### src/rtl/core/fhd_pkg.sv
// Package: item types, status codes and header constants of the deframer.
package fhd_pkg;

  localparam logic [2:0]  HdrBytes = 3'd5;
  localparam logic [16:0] CountMax = 17'h1FFFF;

  typedef enum logic [1:0] {
    HdrVersion = 2'd0,
    HdrType    = 2'd1,
    HdrFlag    = 2'd2,
    HdrLenHi   = 2'd3
  } hdr_field_e;

  typedef enum logic [2:0] {
    StPending      = 3'd0,
    StOk           = 3'd1,
    StTooShort     = 3'd2,
    StPayloadShort = 3'd3,
    StPayloadLong  = 3'd4
  } status_e;

  typedef struct packed {
    logic [7:0] rx_byte;
    logic       end_of_buffer;
  } in_item_t;

  typedef struct packed {
    logic        payload_valid;
    logic [7:0]  payload_byte;
    logic [15:0] payload_index;
    logic        frame_done;
    status_e     status;
    logic [7:0]  version;
    logic [7:0]  msg_type;
    logic [7:0]  flag;
    logic [15:0] declared_length;
  } out_item_t;

endpackage

### src/rtl/core/frame_header_deframer_core.sv
// Top level: length-prefixed frame deframer with registered result.
// The result of an accepted item is registered and output in the cycle after it.
// One byte per cycle unless stalled; a new item enters while the held result drains.
// Stall on input follows only the output register (full and stalled downstream).
// Reset (async, active low) clears header, length, counter and output valid;
// after each end-of-buffer byte the parser rearms to the same cleared state.
module frame_header_deframer_core
  import fhd_pkg::*;
(
  input  logic      clk_i,
  input  logic      rst_ni,
  input  logic      in_valid_i,
  output logic      in_stall_o,
  input  in_item_t  in_item_i,
  output logic      out_valid_o,
  input  logic      out_stall_i,
  output out_item_t out_item_o
);

  logic      out_valid_q, out_valid_d;
  out_item_t out_item_q;
  out_item_t result;
  logic      in_accept;

  // Input blocks only when a held result cannot leave this cycle.
  assign in_stall_o = out_valid_q & out_stall_i;
  assign in_accept  = in_valid_i & ~in_stall_o;

  // All per-byte work: header capture, payload index, status on last byte.
  fhd_parser u_parser (
    .clk_i    (clk_i),
    .rst_ni   (rst_ni),
    .step_i   (in_accept),
    .item_i   (in_item_i),
    .result_o (result)
  );

  always_comb begin
    if (in_accept) begin
      out_valid_d = 1'b1;
    end else if (out_stall_i) begin
      out_valid_d = out_valid_q;
    end else begin
      out_valid_d = 1'b0;
    end
  end

  always_ff @(posedge clk_i or negedge rst_ni) begin
    if (!rst_ni) begin
      out_valid_q <= 1'b0;
    end else begin
      out_valid_q <= out_valid_d;
    end
  end

  // Payload register: loads only on accept, so a stalled result holds.
  always_ff @(posedge clk_i) begin
    if (in_accept) begin
      out_item_q <= result;
    end
  end

  assign out_valid_o = out_valid_q;
  assign out_item_o  = out_item_q;

endmodule

### src/rtl/core/fhd_parser.sv
// Header capture, payload counting and end-of-buffer status for one byte.
module fhd_parser
  import fhd_pkg::*;
(
  input  logic      clk_i,
  input  logic      rst_ni,
  input  logic      step_i,
  input  in_item_t  item_i,
  output out_item_t result_o
);

  logic [2:0]  hdr_pos_q, hdr_pos_d;
  logic [7:0]  ver_q, ver_d;
  logic [7:0]  type_q, type_d;
  logic [7:0]  flag_q, flag_d;
  logic [15:0] len_q, len_d;
  logic [16:0] cnt_q, cnt_d;

  always_comb begin
    hdr_pos_d = hdr_pos_q;
    ver_d     = ver_q;
    type_d    = type_q;
    flag_d    = flag_q;
    len_d     = len_q;
    cnt_d     = cnt_q;
    result_o  = '0;

    if (hdr_pos_q < HdrBytes) begin
      if (hdr_pos_q[2]) begin
        // fifth header byte: low half of the length
        len_d = {len_q[15:8], item_i.rx_byte};
      end else begin
        case (hdr_pos_q[1:0])
          HdrVersion: ver_d  = item_i.rx_byte;
          HdrType:    type_d = item_i.rx_byte;
          HdrFlag:    flag_d = item_i.rx_byte;
          HdrLenHi:   len_d  = {item_i.rx_byte, len_q[7:0]};
          default:    len_d  = len_q;
        endcase
      end
      hdr_pos_d = hdr_pos_q + 3'd1;
    end else begin
      if (cnt_q < {1'b0, len_q}) begin
        result_o.payload_valid = 1'b1;
        result_o.payload_byte  = item_i.rx_byte;
        result_o.payload_index = cnt_q[15:0];
      end
      if (cnt_q != CountMax) begin
        cnt_d = cnt_q + 17'd1;
      end
    end

    result_o.version         = ver_d;
    result_o.msg_type        = type_d;
    result_o.flag            = flag_d;
    result_o.declared_length = len_d;
    result_o.status          = StPending;

    if (item_i.end_of_buffer) begin
      result_o.frame_done = 1'b1;
      if (hdr_pos_d < HdrBytes) begin
        result_o.status = StTooShort;
      end else if (cnt_d == {1'b0, len_d}) begin
        result_o.status = StOk;
      end else if (cnt_d < {1'b0, len_d}) begin
        result_o.status = StPayloadShort;
      end else begin
        result_o.status = StPayloadLong;
      end
      // rearm for the next buffer
      hdr_pos_d = '0;
      ver_d     = '0;
      type_d    = '0;
      flag_d    = '0;
      len_d     = '0;
      cnt_d     = '0;
    end
  end

  always_ff @(posedge clk_i or negedge rst_ni) begin
    if (!rst_ni) begin
      hdr_pos_q <= '0;
      ver_q     <= '0;
      type_q    <= '0;
      flag_q    <= '0;
      len_q     <= '0;
      cnt_q     <= '0;
    end else if (step_i) begin
      hdr_pos_q <= hdr_pos_d;
      ver_q     <= ver_d;
      type_q    <= type_d;
      flag_q    <= flag_d;
      len_q     <= len_d;
      cnt_q     <= cnt_d;
    end
  end

endmodule

### config.mk
export PLATFORM = sky130hd
export DESIGN_NAME = frame_header_deframer_core
export DESIGN_NICKNAME = d
export VERILOG_FILES = /design/src/rtl/core/fhd_pkg.sv /design/src/rtl/core/frame_header_deframer_core.sv /design/src/rtl/core/fhd_parser.sv
export SDC_FILE = /design/constraint.sdc
export NUM_CORES = 1
export LEC_CHECK = 0
export BUFFER_PORTS_ARGS = -buffer_cell sky130_fd_sc_hd__buf_2
export CAP_MARGIN = 20
export CORE_MARGIN = 5
export CORE_UTILIZATION = 58
export DETAILED_ROUTE_END_ITERATION = 8
export PLACE_DENSITY = 0.8
export SLEW_MARGIN = 20
export SYNTH_ARGS = -nofsm -noshare
export SYNTH_HDL_FRONTEND = slang
export SYNTH_SLANG_ARGS = --single-unit
### constraint.sdc
create_clock -name clk_i -period 4.3 [get_ports clk_i]
set_input_delay 0.215 -clock clk_i [delete_from_list [all_inputs] [get_ports clk_i]]
set_output_delay 0.215 -clock clk_i [all_outputs]
set_load 0.01 [all_outputs]
==> results of run 1 <==
worst max-delay path by stage:
stage                 startpoint        endpoint  slack (ns)  cells past startpoint
2_1_floorplan        out_valid_o   out_item_o[0]        0.88                      4
3_3_place_gp   u_parser.cnt_q[0]  out_item_o[42]        0.73                     12
3_5_place_dp   u_parser.cnt_q[0]  out_item_o[42]        0.66                     12
4_1_cts        u_parser.cnt_q[0]  out_item_o[42]        0.64                     12
5_1_grt        u_parser.cnt_q[0]  out_item_o[42]        0.32                     12
6_report       u_parser.cnt_q[0]  out_item_o[41]        0.60                     12
per-stage QoR:
step	setup WS (ns)	hold slack, ns	utilization	instance area [µm²]
floorplan	0.880	-0.0806	-	6440
global placement	0.725	0.421	0.637	6940
detailed placement	0.656	0.432	0.637	6940
CTS	0.636	0.0158	0.692	7530
global route	0.320	0.0454	0.692	7540
finish	0.598	0.0217	0.692	7540
registers in the layout, indices dropped and copies added, names as in the netlist:
| register | flops |
|---|---|
| out_item_o | 69 |
| out_valid_o | 1 |
| u_parser.cnt_q | 17 |
| u_parser.flag_q | 8 |
| u_parser.hdr_pos_q | 3 |
| u_parser.len_q | 16 |
| u_parser.type_q | 8 |
| u_parser.ver_q | 8 |
critical path: stages, from the launching register on:
cell      delay [ns]
dfrtp_1         0.46
ha_1            0.25
and4_1          0.31
nand4_1         0.28
and2_1          0.26
nand3_1         0.12
xnor2_1         0.08
ha_1            0.32
and4_1          0.25
nand3_1         0.14
nor4_1          0.66
or4_1           0.22
o221ai_2        0.09
area by class of cell:
type | count | area (µm²)
fillers | 794 | 3350
clock inverters | 14 | 154
well taps | 140 | 175
multi-input cells | 330 | 2550
flip-flops and latches | 130 | 3600
repair buffers | 93 | 499
clock buffers | 18 | 418
inverters | 36 | 136
synthesized netlist by cell type, types with 2 or more instances:
| library cell | count |
|---|---|
| or3_1 | 2 |
| nor3_1 | 3 |
| a41oi_1 | 2 |
| dfrtp_1 | 61 |
| inv_1 | 34 |
| xnor2_1 | 12 |
| buf_1 | 2 |
| a211oi_1 | 4 |
| o21ai_0 | 16 |
| and4_1 | 4 |
| mux2_2 | 26 |
| xor2_1 | 3 |
| a221o_1 | 2 |
| nand2_1 | 17 |
| a21o_1 | 4 |
| or4_1 | 3 |
| clkbuf_1 | 20 |
| buf_6 | 5 |
| o21a_1 | 2 |
| and2_1 | 31 |
| nor2_1 | 19 |
| mux2i_1 | 9 |
| nand3_1 | 13 |
| nand4b_1 | 2 |
| and3_1 | 4 |
| nand2b_1 | 6 |
| clkinv_1 | 2 |
| edfxtp_1 | 69 |
| ha_1 | 36 |
| and3_4 | 2 |
| buf_2 | 3 |
| a31oi_1 | 4 |
| o22ai_1 | 15 |
| nand4_1 | 7 |
| a22o_1 | 29 |
| a21oi_1 | 21 |
| o31ai_1 | 9 |
| o211ai_1 | 2 |
cell families after synthesis:
logic type / Yosys count / synth area share
buf+inv: 67 / 0.0456
mux: 35 / 0.0594
fa+ha+maj: 36 / 0.0699
xor+xnor: 15 / 0.0204
simple gates: 120 / 0.106
compound gates: 124 / 0.141
flops: 130 / 0.558
cell usage in the layout (no fill, tap or decap), types with 3 or more instances in the layout:
cell,instances
a21o_1,4
and4_1,4
buf_2,83
inv_6,3
a22o_1,29
nand3_1,13
or4_1,3
o22ai_1,15
clkinv_2,4
nand2b_1,6
and3_1,4
clkinv_4,3
dfrtp_1,61
mux2_2,26
xor2_1,3
nand4_1,7
ha_1,36
mux2i_1,9
clkbuf_16,16
nand2_1,17
buf_4,7
o31ai_1,9
nor2_1,18
inv_1,34
a21oi_1,21
o21ai_0,16
edfxtp_1,69
and2_1,31
nor3_1,3
xnor2_1,12
a31oi_1,4
a211oi_1,4
metal layers:
metal	GRT usage	vias to the layer above	wire, µm
met5	0	-	0
met4	0.0955	0	338
met3	0.0548	33	1030
met2	0.387	196	7590
met1	0.312	2251	6200
li1	-	2138	-
power by group through the flow:
stage | clock (mW) | combinational (mW) | sequential [mW]
floorplan | 0 | 0.452 | 1.59
global placement | 0 | 0.674 | 1.55
detailed placement | 0 | 0.697 | 1.56
CTS | 1.41 | 0.710 | 1.54
global route | 1.47 | 0.784 | 1.55
finish | 1.41 | 0.714 | 1.54
what timing repair did:
item	CTS	global route
endpoints found under the hold margin	62	0
hold buffers	2	0
setup endpoints to repair	0	0
==> out/qor.yml, run 1 <==
outcome: "finished clean"
cts_made_buffers: 17
gp_congestion: 0.886
slew_violations: 0
finalNetCount: 657
ir_worst_vdd_mv: 0.306
period_share: 0.861
antenna_found_initial: 0
yosys.cell_types.count: 60
synth.net_count: 576
core_area_um2: 10900
synth_area_per_cell_um2: 12.2
drtAntennaViolNets: 0
p_leak_nw: 3.42
wire_per_inst_um: 19.9
rsz0062_at_grt: "false"
synth_area_um2: 6440
end_kind: "flip-flop"
grt_max_degree: 94
diodes: 0
netSwitchingFraction: 0.289
clk_latency_ns: 0.53
core.rowCount: 38
vias_per_cell: 6.07
clockRootBuffer: "clkbuf_8"
cts.sinks: 130
grt_use_total: 0.238
maxSlewHeadroom: 0.436
path_clk_slew_ns: 0.06
hold_depth: 3
overflow: 0
cts_resized: 0
dp_hpwl_um: 9780
async_flop_share: 0.469
dr.pass1.iters: 5
synth_seq_area_share: 0.558
cp.required_ns: 4.57
die_height_um: 115
grt_pass1_vias: 4578
rr_worst_depth: 12
switchingPower_mw: 1.06
layoutNonFillerInstCount: 761
p_per_area_nw_per_um2: 486
htree_num_levels: 4
synth_edf_count: 69
grt_pass1_wl_um: 24000
synth_top_area_cell: "edfxtp_1"
crit_path_start_kind: "flip-flop"
ys_ff_latch: 130
setup_viol: 0
clk_path_buf_depth: 2
cts_tree: "built"
p_int_mw: 2.60
fmax_mhz: 270
rr_startpoint: "u_parser.cnt_q[0]"
post-cts-setup-buffers: 0
drtIter0Drc: 364
die_area_um2: 13300
io_buffers: 83
area_growth_pct: 16.9
hold_end: "out_valid_o"
synth_area_leaders: "edfxtp_1, dfrtp_1, ha_1"
p_clk_frac: 0.384
finalPower_mw: 3.66
worst_slew_pin_slew_ns: 0.846
synth_cells: 527
reg2reg_to: "out_item_o[41]"
hp-class: "in2reg"
yosysTopAreaCellShare: 0.321
fin_worst_skew_ns: 0.0109
seq_power_share: 0.421
hold_violations: 0
synth_warnings: 0
max_cap_viol_count: 0
dpl.cell_count: 727
cp.arrival_ns: 3.97
num_vias: 4618
finalSetupTns_ns: 0
drive_gt1_frac: 0.259
drc_errors: 0
post-route-min-period_ns: 3.70
hp-start: "out_stall_i"
start_util: 0.592
r2r_setup_slack_ns: 0.60
die_w_um: 115
boundaryPins: 84
critical_path_class: "reg2reg"
synthFlopType: "edfxtp_1"
routed_wl_um: 15200
combPwrFrac: 0.195
critPathMaxFanout: 8
Power figures use the tool's default switching activity.
==> run 2: changes to the inputs <==
--- a/config.mk
+++ b/config.mk
@@ -7,6 +7,7 @@
 export LEC_CHECK = 0
 export BUFFER_PORTS_ARGS = -buffer_cell sky130_fd_sc_hd__buf_2
 export CAP_MARGIN = 20
+export CORE_ASPECT_RATIO = 1.5
 export CORE_MARGIN = 5
 export CORE_UTILIZATION = 58
 export DETAILED_ROUTE_END_ITERATION = 8
==> out/qor.yml, run 2 (synthesis results as in run 1) <==
outcome: "finished with violations"  # was finished clean
violations: "hold timing"
end_kind: "flip-flop"  # unchanged
hold_violations: 24  # was 0
wire_per_inst_um: 19.9  # about the same
diodes: 0  # unchanged
grt_pass1_wl_um: 24300  # was 24000 µm
clk_latency_ns: 0.41  # was 0.53 ns
cts_resized: 0  # unchanged
critical_path.top_delay_family: "compound AO/OA/AOI/OAI gates"  # was simple AND/OR/NAND/NOR gates
critPathBufInv: 0  # unchanged
crit_path_frequent_cell: "ha_1"
overflow: 0  # unchanged
htree_num_levels: 4  # unchanged
final_common_cell: "buf_2"  # unchanged
ir_worst_vdd_mv: 0.327  # was 0.306 mV
vias_per_cell: 6.09  # was 6.07
maxSlewHeadroom: 0.434  # was 0.436
routed_wl_um: 15300  # was 15200 µm
slew_violations: 0  # unchanged
die_w_um: 96.1  # was 115 µm
start_util: 0.589  # was 0.592
cts_tree: "built"  # unchanged
grt_max_degree: 62  # was 94
dr.pass1.iters: 5  # unchanged
critical_path.slowest_cell: "dfrtp_1"  # was nor4_1
cts_made_buffers: 17  # unchanged
boundaryPins: 84  # unchanged
post-cts-setup-buffers: 0  # unchanged
reg2reg_to: "out_item_o[42]"  # was out_item_o[41]
hp-class: "in2async"  # was in2reg
cp.required_ns: 4.47  # was 4.57 ns
max_cap_viol_count: 0  # unchanged
p_per_area_nw_per_um2: 494  # was 486 nW/µm²
holdBufCountCts: 0  # was 2
crit_path_start_kind: "flip-flop"  # unchanged
period_share: 0.854  # was 0.861
drc_errors: 0  # unchanged
finalNetCount: 655  # was 657
fmax_mhz: 272  # was 270 MHz
final_cell_mix: "buf_2, edfxtp_1, dfrtp_1"  # unchanged
antenna_found_initial: 0  # unchanged
grt_use_total: 0.240  # was 0.238
finalWorstSetupSlack_ns: 0.628  # was 0.598 ns
critPathMaxFanout: 8  # unchanged
num-fill-cells: 767  # was 794
die_height_um: 139  # was 115 µm
clk_path_buf_depth: 2  # unchanged
grt_pass1_vias: 4742  # was 4578
core.rowCount: 47  # was 38
largest_reg_flops: 69  # unchanged
drive_gt1_frac: 0.258  # was 0.259
fin_worst_skew_ns: 0.00826  # was 0.0109 ns
rsz0062_at_grt: "false"  # unchanged
io_buffers: 83  # unchanged
p_leak_nw: 3.42  # about the same
pre_cts_ws_ns: 0.655  # was 0.656 ns
rr_startpoint: "u_parser.cnt_q[0]"  # unchanged
path_clk_slew_ns: 0.06  # about the same
r2r_setup_slack_ns: 0.63  # was 0.60 ns
die_area_um2: 13400  # was 13300 µm²
area_growth_pct: 17.3  # was 16.9%
clockRootBuffer: "clkbuf_16"  # was clkbuf_8
rr_worst_depth: 12  # unchanged
dp_hpwl_um: 10200  # was 9780 µm
num_vias: 4664  # was 4618
whs_ns: -0.0183  # was 0.0217 ns
core_area_um2: 10900  # about the same
cts.sinks: 130  # unchanged
critical_path_class: "reg2reg"  # unchanged
setup_viol: 0  # unchanged
finalSetupTns_ns: 0  # unchanged
post-route-min-period_ns: 3.67  # was 3.70 ns
worst_slew_pin_slew_ns: 0.848  # was 0.846 ns
cp.arrival_ns: 3.84  # was 3.97 ns
gp_congestion: 0.879  # was 0.886
drtAntennaViolNets: 0  # unchanged
max_stage_delay_ns: 0.45  # was 0.66 ns
drtIter0Drc: 301  # was 364
path_cells: "ha_1 -> and4_1 -> and4_4 -> a2111oi_4 -> nand3_1 -> xnor2_1 -> ha_1 -> o21ai_0 -> nor2_1 -> or3_1 -> a221o_1 -> a21o_1"  # was ha_1 -> and4_1 -> nand4_1 -> and2_1 -> nand3_1 -> xnor2_1 -> ha_1 -> and4_1 -> nand3_1 -> nor4_1 -> or4_1 -> o221ai_2
-- run 2: worst max path at each step --
stage	cells after the start	endpoint	slack (ns)	startpoint
after global routing	12	out_item_o[42]	0.41	u_parser.cnt_q[0]
after detailed placement	12	out_item_o[42]	0.65	u_parser.cnt_q[0]
after global placement	12	out_item_o[42]	0.75	u_parser.cnt_q[0]
after CTS	12	out_item_o[42]	0.64	u_parser.cnt_q[0]
after floorplan	4	out_item_o[0]	0.88	out_valid_o
final	12	out_item_o[42]	0.63	u_parser.cnt_q[0]
-- run 2: where the power goes --
group	leakage, nW	switching, mW	internal [mW]
clock	0.284	0.555	0.921
combinational	1.62	0.413	0.294
sequential	1.51	0.0737	1.47
total	3.42	1.04	2.69
-- run 2: per-layer routing --
| metal | GRT usage | vias up | share of wire |
|---|---|---|---|
| li1 | - | 2122 | - |
| met1 | 0.288 | 2308 | 0.38 |
| met2 | 0.409 | 197 | 0.53 |
| met3 | 0.0532 | 37 | 0.056 |
| met4 | 0.0975 | 0 | 0.029 |
| met5 | 0 | - | 0 |
-- run 2: through the flow --
step                power [mW]   util  instances  area [µm²]
floorplan                 2.04      -        527        6440
global placement          2.22  0.635        734        6950
detailed placement        2.26  0.635        734        6950
CTS                       3.74  0.691        766        7560
global route              3.89  0.691        766        7560
finish                    3.73  0.691        766        7560
-- run 2: final cells by class --
cell class | instances | area (µm²) | share of cell area
Sequential cell | 130 | 3600 | 0.476
Multi-Input combinational cell | 330 | 2550 | 0.338
Timing Repair Buffer | 91 | 475 | 0.0629
Clock buffer | 18 | 429 | 0.0568
Tap cell | 147 | 184 | 0.0243
Clock inverter | 14 | 179 | 0.0237
Inverter | 36 | 136 | 0.0180
-- run 2: worst register-to-register path, stage by stage, from the launching register on --
cell and delay (ns):
dfrtp_1 0.45, ha_1 0.28, and4_1 0.27, and4_4 0.22
a2111oi_4 0.43, nand3_1 0.18, xnor2_1 0.16, ha_1 0.29
o21ai_0 0.17, nor2_1 0.05, or3_1 0.36, a221o_1 0.41
a21o_1 0.17
